[src/rtl/lbp_pkg.sv]
// Package for the LD block pair weight pruner.
// Holds the channel payload types, the configuration set, codes and reset values.
// Used by lbp_front, lbp_back and ld_block_pair_weight_pruner.
`default_nettype none

package lbp_pkg;

  // One input item as it arrives on the input queue port.
  typedef struct packed {
    logic               cmd;
    logic [12:0]        marker_count;
    logic signed [15:0] ci_lower;
    logic signed [15:0] ci_upper;
    logic               ci_valid;
    logic [31:0]        pair_span_bp;
  } lbp_item_t;

  // One result item as it leaves on the result queue port.
  typedef struct packed {
    logic [1:0]  kind;
    logic [11:0] first_marker;
    logic [11:0] second_marker;
    logic [31:0] span_bp;
    logic        last;
  } lbp_result_t;

  // Classified command passed from the front end to the back end.
  typedef struct packed {
    logic        is_start;
    logic [12:0] marker_count;
    logic        strong_pair;
    logic        recomb;
    logic [31:0] span;
  } lbp_cmd_t;

  // Configuration register set.
  typedef struct packed {
    logic signed [15:0] strong_pos_lower_min;
    logic signed [15:0] strong_pos_upper_min;
    logic signed [15:0] strong_neg_upper_max;
    logic signed [15:0] strong_neg_lower_max;
    logic signed [15:0] recomb_lower_min;
    logic signed [15:0] recomb_upper_max;
    logic [15:0]        strong_weight;
    logic [15:0]        recomb_weight;
  } lbp_cfg_t;

  // Back end sequencer states.
  typedef enum logic [1:0] {
    ST_IDLE,
    ST_UPDATE,
    ST_EMIT
  } lbp_state_t;

  // Command codes.
  localparam logic CMD_START  = 1'b0;
  localparam logic CMD_ANSWER = 1'b1;

  // Result kinds.
  localparam logic [1:0] KIND_REQUEST = 2'd0;
  localparam logic [1:0] KIND_BLOCK   = 2'd1;
  localparam logic [1:0] KIND_DONE    = 2'd2;

  // Configuration register indexes.
  localparam logic [2:0] REG_STRONG_POS_LOWER_MIN = 3'd0;
  localparam logic [2:0] REG_STRONG_POS_UPPER_MIN = 3'd1;
  localparam logic [2:0] REG_STRONG_NEG_UPPER_MAX = 3'd2;
  localparam logic [2:0] REG_STRONG_NEG_LOWER_MAX = 3'd3;
  localparam logic [2:0] REG_RECOMB_LOWER_MIN     = 3'd4;
  localparam logic [2:0] REG_RECOMB_UPPER_MAX     = 3'd5;
  localparam logic [2:0] REG_STRONG_WEIGHT        = 3'd6;
  localparam logic [2:0] REG_RECOMB_WEIGHT        = 3'd7;

  // Configuration reset values.
  localparam lbp_cfg_t CFG_RESET = '{
    strong_pos_lower_min: 16'sd22938,
    strong_pos_upper_min: 16'sd32113,
    strong_neg_upper_max: -16'sd22938,
    strong_neg_lower_max: -16'sd32113,
    recomb_lower_min:     -16'sd29491,
    recomb_upper_max:     16'sd29491,
    strong_weight:        16'd3277,
    recomb_weight:        16'd62259
  };

endpackage

`default_nettype wire

[src/rtl/lbp_front.sv]
// Front end of the LD block pair weight pruner: accepts input items,
// classifies the interval answer and queues commands for the back end.
// Depends on lbp_pkg.
`default_nettype none

module lbp_front
  import lbp_pkg::*;
(
  input  wire logic      clk,
  input  wire logic      rst,
  input  wire logic      push,
  output logic           full,
  input  wire lbp_item_t item,
  input  wire lbp_cfg_t  cfg,
  output logic           cmd_valid,
  output lbp_cmd_t       cmd,
  input  wire logic      cmd_take
);

  logic signed [15:0] lo;
  logic signed [15:0] hi;
  logic               strong_pair;
  logic               recomb;
  lbp_cmd_t           entry;
  lbp_cmd_t           q [2];
  logic               rd_ptr;
  logic               wr_ptr;
  logic [1:0]         count;
  logic               do_push;
  logic               do_pop;

  // Classify the pair with exact signed compares.
  assign lo = item.ci_lower;
  assign hi = item.ci_upper;
  assign strong_pair = item.ci_valid &&
                  ((lo >= cfg.strong_pos_lower_min && hi >= cfg.strong_pos_upper_min) ||
                   (lo <= cfg.strong_neg_upper_max && hi <= cfg.strong_neg_lower_max));
  assign recomb = item.ci_valid && !strong_pair &&
                  lo >= cfg.recomb_lower_min && hi <= cfg.recomb_upper_max;

  always_comb begin
    entry.is_start     = (item.cmd == CMD_START);
    entry.marker_count = item.marker_count;
    entry.strong_pair  = strong_pair;
    entry.recomb       = recomb;
    entry.span         = item.pair_span_bp;
  end

  // Two-entry command queue toward the back end.
  assign full      = (count == 2'd2);
  assign cmd_valid = (count != 2'd0);
  assign cmd       = q[rd_ptr];
  assign do_push   = push && !full;
  assign do_pop    = cmd_take && cmd_valid;

  always_ff @(posedge clk) begin
    if (rst) begin
      rd_ptr <= 1'b0;
      wr_ptr <= 1'b0;
      count  <= 2'd0;
    end else begin
      if (do_push) begin
        wr_ptr <= ~wr_ptr;
      end
      if (do_pop) begin
        rd_ptr <= ~rd_ptr;
      end
      if (do_push && !do_pop) begin
        count <= count + 2'd1;
      end else if (!do_push && do_pop) begin
        count <= count - 2'd1;
      end
    end
  end

  // Queue payload needs no reset.
  always_ff @(posedge clk) begin
    if (do_push) begin
      q[wr_ptr] <= entry;
    end
  end

endmodule

`default_nettype wire

[config.mk]
export PLATFORM = sky130hd
export DESIGN_NAME = lbp_front
export DESIGN_NICKNAME = d
export VERILOG_FILES = /design/src/rtl/lbp_pkg.sv /design/src/rtl/lbp_front.sv
export SDC_FILE = /design/constraint.sdc
export NUM_CORES = 1
export LEC_CHECK = 0
export CORE_UTILIZATION = 55
export CTS_BUF_LIST = sky130_fd_sc_hd__clkbuf_2
export CTS_CLUSTER_SIZE = 8
export DETAILED_ROUTE_END_ITERATION = 10
export DONT_BUFFER_PORTS = 1
export GPL_ROUTABILITY_DRIVEN = 0
export PLACE_DENSITY = 0.67
export SLEW_MARGIN = 0
export SYNTH_ARGS = -nofsm -noshare
export SYNTH_HDL_FRONTEND = slang
export SYNTH_SLANG_ARGS = --single-unit
[constraint.sdc]
create_clock -name clk -period 5.3 [get_ports clk]
set_input_delay 0.265 -clock clk [delete_from_list [all_inputs] [get_ports clk]]
set_output_delay 0.265 -clock clk [all_outputs]
set_load 0.1 [all_outputs]
==> results of run 1 <==
worst max path at each step:
stage	startpoint	end	slack, ns	depth (start not counted)
after global routing	flop	cmd[32]	2.45	1
after detailed placement	cfg[111]	q[0][32]$_DFFE_PP_	2.81	9
after global placement	cfg[78]	q[0][32]$_DFFE_PP_	2.85	9
final	flop	cmd[32]	2.63	1
after floorplan	count[0]$_SDFFE_PP0P_	q[0][0]$_DFFE_PP_	2.23	3
after CTS	flop	cmd[32]	2.57	1
state kept, by name, summed over array words and instances (netlist names), named ones only:
register  cells
wr_ptr        1
count         2
q            96
rd_ptr        1
cell usage after synthesis (3+ instances only):
cell / instances
nor3_1: 3
a31oi_1: 4
and4_1: 3
clkbuf_1: 3
nand2_1: 27
a21oi_1: 39
inv_1: 102
edfxtp_1: 96
nand3_1: 9
dfxtp_1: 5
nand2b_1: 4
a21o_1: 8
nor4_1: 3
mux2_2: 49
o21ai_0: 17
nand4_1: 12
nor2_1: 19
xor2_1: 4
and3_1: 4
ha_1: 97
worst register-to-register path, cell delays in order, from the launching register on:
cell and delay (ns):
dfxtp_1 0.38, or2_2 0.54, nand2_1 0.20, xor2_1 0.20, nor2_1 0.05, dlygate4sd3_1 0.55
layout by cell type, fill, tap and decap left out, types with 2 or more instances in the layout:
| master | count |
|---|---|
| a211oi_1 | 2 |
| a21o_1 | 8 |
| a21oi_1 | 39 |
| a221oi_1 | 2 |
| a31oi_1 | 4 |
| and3_1 | 3 |
| and3_2 | 2 |
| and4_1 | 3 |
| bufinv_16 | 2 |
| clkbuf_2 | 11 |
| clkinv_1 | 2 |
| dfxtp_1 | 4 |
| dlygate4sd3_1 | 51 |
| edfxtp_1 | 96 |
| ha_1 | 97 |
| inv_1 | 102 |
| mux2_2 | 49 |
| nand2_1 | 27 |
| nand2b_1 | 4 |
| nand3_1 | 9 |
| nand4_1 | 12 |
| nor2_1 | 18 |
| nor2b_1 | 2 |
| nor3_1 | 3 |
| nor4_1 | 3 |
| o21ai_0 | 17 |
| or3_1 | 2 |
| xor2_1 | 4 |
routing by layer:
metal  wire [microns]  part of all wire, %  GRT usage, %  vias to the layer above
met2             6170                   50          38.5                      158
met4              248                  2.0          9.10                        0
li1                 -                    -             -                     2025
met3              877                  7.1          4.90                       21
met5                0                    0             0                        -
met1             5120                   41          24.1                     1902
cell type report:
class	instances	area share [%]
Clock inverter	5	1.08
Timing Repair Buffer	52	7.43
Inverter	102	5.49
Tap cell	140	2.51
Multi-Input combinational cell	325	39.9
Sequential cell	101	42.8
Clock buffer	11	0.790
cell families (layout without fill, tap and decap cells):
kind of cell | count (synthesis) | in the layout
flip-flops | 101 | 101
AND/OR/NAND/NOR | 95 | 95
adder cells (fa/ha/maj) | 97 | 97
multiplexers | 50 | 50
buffers and inverters | 107 | 170
AO/OA/AOI/OAI | 79 | 79
XOR/XNOR | 4 | 4
power by group through the flow:
stage	logic (mW)	clock network, mW	registers [mW]
after floorplan	1.38	0	1.07
after global placement	1.43	0	1.12
after detailed placement	1.44	0	1.13
after CTS	1.49	0.393	1.11
after global routing	1.54	0.422	1.12
final	1.48	0.386	1.10
==> metrics.md, run 1 <==
| Metric | Value |
|---|---|
| NumNets Final | `around 900` |
| Non-filler instance count after layout | `~740` |
| Syn. warnings | `0` |
| Syn_nets | `841` |
| First-pass GRT wire length | `19.0 mm` |
| Placed Instances | `roughly 670` |
| Slew HR | `~25%` |
| Main synth FF type | `edfxtp_1` |
| Synth unique cells | `40` |
| Number of synthesized register bits | `~100` |
| CP delay by family, top | `flip-flops` |
| Crit Path Category | `flop to primary output` |
| Final slew viol count | `0` |
| Largest net degree at the start of global routing | `a little under 50` |
| Min Hold Slack | `0.260 ns` |
| Hold Fails Final Rpt | `0` |
| Destination of the worst hold path | `q[1][32]$_DFFE_PP_` |
| Ports | `261` |
| Max Clk Rate | `375 MHz` |
| Fin crit period | `approximately 2.7 ns` |
| Slew @ Worst Pin | `~1.1 ns` |
| Largest family of logic cells by synthesized area | `adder cells` |
| Worst r2r src | `count[1]$_SDFFE_PP0P_` |
| 1st-iter DRT viols | `between 150 and 200` |
| DPL Wire Length | `9.63 mm` |
| Vias per cell | `roughly 5.6` |
| Layout Cell Area excl Fill | `around 7000 sq um` |
| Remaining antenna violation count | `0` |
| Share of cells above drive strength 1 | `12.8%` |
| Lkg Pwr | `3.08 nW` |
| CP Buf/Inv Count | `0` |
| Number of buffers added on ports | `0` |
| Reg2reg setup slack | `roughly 3.3 ns` |
| TNS Setup | `0 ns` |
| Grt ovf | `0` |
| CTS Buf Count | `9` |
| Worst-path cell with the longest stage delay | `dfxtp_2` |
| XOR/XNOR Fraction of Synth Area | `less than 1%` |
| Buffers inserted by post-CTS timing repair | `0` |
| Initial antenna violation count | `0` |
| Synth Area in Adders | `19.7%` |
| Simple-Gate Fraction of Synth Area | `under 10%` |
| Post-route setup slack | `about 2.6 ns` |
| Power share of the combinational group | `about half` |
| Hold WC Path Type | `input port to flop` |
| Clock Latency Late Sink | `0.54 ns` |
| Sw Pwr | `around 1.5 mW` |
| Sw Ratio | `between 50% and 60%` |
| Worst-path clk slew | `around 0.23 ns` |
| Core ar. | `10900 sq um` |
| Area growth syn-to-layout | `13.2%` |
| Mapped cell area | `6160 sq um` |
| Worst VDD drop | `approximately 0.32 mV` |
| Total power | `about 3.0 mW` |
| Status | `completed` |
| Area occupied by multi-input gates | `between 2000 and 3000 sq um` |
| Asr flop ratio synth | `0%` |
| Gr usage total | `21.4%` |
| Via count | `4106` |
| CTS H-tree depth | `3` |
| EDFF count, synth | `between 90 and 100` |
| Chip Height | `around 110 microns` |
| WHS Path Cells | `3` |
| Min-Delay Startpoint | `item[48]` |
| CP max stage delay | `1.12 ns` |
| Reg power frac | `a little under two fifths` |
| # fillers | `~880` |
| Antenna Cells | `0` |
| Post-synthesis mux area share | `under 10%` |
| Die X | `108 microns` |
| Cells after synthesis | `roughly 530` |
| RSZ-0062 raised after global routing | `false` |
| Fin crit share | `about 50%` |
| Routed length per instance | `approximately 17 microns` |
| Clk_skew | `approximately 0.025 ns` |
| Total of max-cap violations | `0` |
| Worst EP required | `5.04 ns` |
| Clk pwr share | `around an eighth` |
| DR DRC count | `0` |
| Cell Int Power | `1.45 mW` |
| Hold buffer count at CTS | `51` |
| Clock Root Buffer | `clkbuf_2` |
| Setup crit start kind | `flop` |
| Reg2Reg Depth | `5` |
| WL final | `about 12 mm` |
| TritonCTS clock tree | `yes` |
| Pwr dens | `~430 nW/um^2` |
| Place WS | `around 2.8 ns` |
| Top-area cell type share of the netlist area | `between 40% and 50%` |
| Initial core utilization | `a little under three fifths` |
| Synth area leader | `edfxtp_1` |
| Row count | `38` |
| Worst Path Arrival | `roughly 2.4 ns` |
| Clock sinks | `101` |
| Die footprint | `about 12000 sq um` |
| Sequential cell area | `around 3000 sq um` |
| Post-DP Area | `around 6300 sq um` |
| Crit-path max FO | `48` |
| Clock Tree Buf Depth | `2` |
| Synth area leaders | `edfxtp_1 (47%), ha_1 (20%), mux2_2 (9.0%)` |
| CP cell instances | `mux2_2` |
| CP Capture Type | `primary output` |
| First-pass detailed-route iteration total | `4` |
| Endpoints failing setup | `0` |
| Post-CTS resize count | `0` |
| Vias in the first global route | `~4.2k` |
| Register area share after synthesis | `slightly below 50%` |
| Mapped Avg Cell Area | `about 12 sq um` |
| Synth Area in Compound Gates | `just under 8%` |
| Final core occ | `~64%` |
No activity file was read; power rests on OpenSTA's default activity.
==> run 2: changes to the inputs <==
--- a/config.mk
+++ b/config.mk
@@ -5,6 +5,7 @@
 export SDC_FILE = /design/constraint.sdc
 export NUM_CORES = 1
 export LEC_CHECK = 0
+export ABC_AREA = 1
 export CORE_UTILIZATION = 55
 export CTS_BUF_LIST = sky130_fd_sc_hd__clkbuf_2
 export CTS_CLUSTER_SIZE = 8
==> constraint.sdc (replaced) <==
create_clock -name clk -period 2.6 [get_ports clk]
set_input_delay 0.13 -clock clk [delete_from_list [all_inputs] [get_ports clk]]
set_output_delay 0.13 -clock clk [all_outputs]
set_load 0.1 [all_outputs]
==> run 2 against run 1 <==
  * Combinational power grew 97%
  * Routed wire length increased by 5.2%
  * Clock skew grew 0.019 ns
  * Cell count is 15% higher
  * Sequential share of layout area down 1.5 points
  * Die area is 4.0% higher
  * Critical endpoint is now cmd[11]
  * Highest routed layer unchanged
  * Worst setup slack got worse by 2.2 ns
  * Sequential cell count stayed put
  * Utilization down 0.53 points
  * Global-route usage shrank 0.25 points
  * First-iteration DRC count is 8.9% lower
  * Hold slack lost 0.12 ns
==> metrics.md, run 2 <==
| Metric | Value |
|---|---|
| Final slew viol count | `0` |
| Largest net degree at the start of global routing | `49` |
| Pwr dens | `between 700 and 800 nW/um^2` |
| Clk_skew | `between 0.04 and 0.05 ns` |
| WL final | `around 13 mm` |
| DR DRC count | `0` |
| Vias per cell | `approximately 5.2` |
| Hold Fails Final Rpt | `0` |
| Total of max-cap violations | `0` |
| DPL Wire Length | `between 10 and 15 mm` |
| Asr flop ratio synth | `0%` |
| Number of buffers added on ports | `0` |
| Destination of the worst hold path | `q[1][15]$_DFFE_PP_` |
| Non-filler instance count after layout | `about 850` |
| Slew @ Worst Pin | `0.700 ns` |
| Synth unique cells | `24` |
| Syn. warnings | `0` |
| NumNets Final | `around 1k` |
| Routed length per instance | `about 15 microns` |
| Number of flip-flops in the largest register | `96` |
| Mapped cell area | `between 6000 and 7000 sq um` |
| Placed Instances | `778` |
| Gr usage total | `21.1%` |
| Cells after synthesis | `634` |
| Clock Latency Late Sink | `roughly 0.51 ns` |
| Worst-path cell with the longest stage delay | `mux2_2` |
| Status | `completed` |
| Row count | `39` |
| Reg2Reg Depth | `8` |
| Most common cell after layout, fill and taps aside | `inv_1` |
| CP max stage delay | `~0.65 ns` |
| Remaining antenna violation count | `0` |
| RSZ-0062 raised after global routing | `false` |
| 1st-iter DRT viols | `around 150` |
| Synth cell count leaders | `inv_1 (135), nand2_1 (115), ha_1 (97)` |
| Grt ovf | `0` |
| Lkg Pwr | `approximately 3.4 nW` |
| Crit Path Category | `flop to primary output` |
| TNS Setup | `0 ns` |
| Core ar. | `11400 sq um` |
| Die X | `between 100 and 150 microns` |
| Chip Height | `between 100 and 150 microns` |
| Reg2reg setup slack | `0.45 ns` |
| Clock Root Buffer | `clkbuf_2` |
| Die footprint | `roughly 12000 sq um` |
| EDFF count, synth | `96` |
| Synth area leaders | `edfxtp_1 (45%), ha_1 (19%), mux2_2 (8.4%)` |
| Hold WC Path Type | `input port to flop` |
| Worst Path Arrival | `about 2 ns` |
| Top-count cell post-synth | `inv_1` |
| Worst EP required | `between 2 and 2.5 ns` |
| Slew HR | `between 50% and 60%` |
| Crit-path max FO | `48` |
| Top-area cell type share of the netlist area | `45.0%` |
| Largest reg by FF count | `q` |
| Regs by FF count | `q (96), count (2)` |
| Area growth syn-to-layout | `12.6%` |
| Fin crit share | `83.3%` |
| Mapped Avg Cell Area | `between 10 and 15 sq um` |
| Initial core utilization | `roughly 56%` |
| First-pass detailed-route iteration total | `4` |
| Max Clk Rate | `~460 MHz` |
| WHS Path Cells | `2` |
| CTS H-tree depth | `3` |
| CP Capture Type | `primary output` |
| Share of cells above drive strength 1 | `between 10% and 20%` |
| Main synth FF type | `edfxtp_1` |
| Post-CTS resize count | `0` |
| Clock sinks | `a little over 100` |
| TritonCTS clock tree | `yes` |
| Worst VDD drop | `0.656 mV` |
| Via count | `4428` |
| Initial antenna violation count | `0` |
| CP cell instances | `buf_4 -> mux2_2` |
| Register area share after synthesis | `between 40% and 50%` |
| Fin crit period | `2.16 ns` |
| Clock Tree Buf Depth | `2` |
| Ports | `261` |
| Endpoints failing setup | `0` |
| Min-Delay Startpoint | `push` |
| Vias in the first global route | `approximately 4.4k` |
| CTS Buf Count | `9` |
| R2R Path End | `count[1]$_SDFFE_PP0P_` |
| Syn_nets | `approximately 940` |
| Worst r2r src | `count[1]$_SDFFE_PP0P_` |
| Setup crit start kind | `flop` |
| Worst-path clk slew | `0.26 ns` |
| First-pass GRT wire length | `19.6 mm` |
| Number of synthesized register bits | `approximately 100` |
| Most frequent cells in the layout | `inv_1 (135), nand2_1 (115), ha_1 (97)` |
| Synth area leader | `edfxtp_1` |
## run 2: final cells by class
class,count,area (sq um)
Fill cell,942,4150
Sequential cell,101,2980
Multi-Input combinational cell,393,2910
Timing Repair Buffer,56,558
Inverter,135,507
Tap cell,143,179
Clock buffer,12,60.1
Clock inverter,4,16.3
Antenna cell,1,2.50
## run 2: worst max path at each step
stage	depth (start not counted)	to	slack, ns
final	2	cmd[11]	0.44
after global routing	2	cmd[34]	0.27
after CTS	2	cmd[11]	0.34
after detailed placement	8	count[1]$_SDFFE_PP0P_	0.51
after global placement	8	count[1]$_SDFFE_PP0P_	0.67
after floorplan	3	q[1][0]$_DFFE_PP_	0.35
## run 2: where the power goes
group          internal [mW]  switching, mW  total (mW)  leakage [nW]
Sequential              2.06         0.0571        2.11         0.938
Clock                  0.128          0.448       0.577        0.0585
Combinational          0.555           2.37        2.92          2.44
## run 2: cell families after synthesis
| group | share of synthesized area (%) |
|---|---|
| simple gates | 12.7 |
| buf+inv | 8.29 |
| flops | 46.5 |
| compound gates | 5.07 |
| mux | 8.43 |
| fa+ha+maj | 18.9 |
## run 2: routing by layer
metal	vias up	GRT usage, %	routed length [microns]
met5	-	0	0
li1	2248	-	-
met4	0	7.62	233
met1	1989	24.2	5280
met3	21	5.69	996
met2	170	37.6	6550
## run 2: metrics by stage
stage / utilization [%] / hold WS, ns / setup slack, ns / cell area, sq um / total power, mW
after floorplan: - / 0.199 / 0.351 / 6420 / 4.71
after global placement: 58.4 / 0.195 / 0.671 / 6640 / 4.95
after detailed placement: 58.4 / 0.198 / 0.511 / 6640 / 5.00
after CTS: 63.5 / 0.0755 / 0.337 / 7220 / 5.64
after global routing: 63.5 / 0.104 / 0.268 / 7220 / 5.86
final: 63.5 / 0.143 / 0.435 / 7220 / 5.61
## run 2: repair_timing
action	4_1_cts	5_1_grt
hold endpoints to repair	101	0
hold buffers	50	0
buffers inserted	0	0
setup endpoints to repair	0	0
## run 2: worst max-delay path, delay by kind of cell (launching register included)
family | cells | cell delay, ns
mux | 1 | 0.65
flops | 1 | 0.36
buf+inv | 1 | 0.50
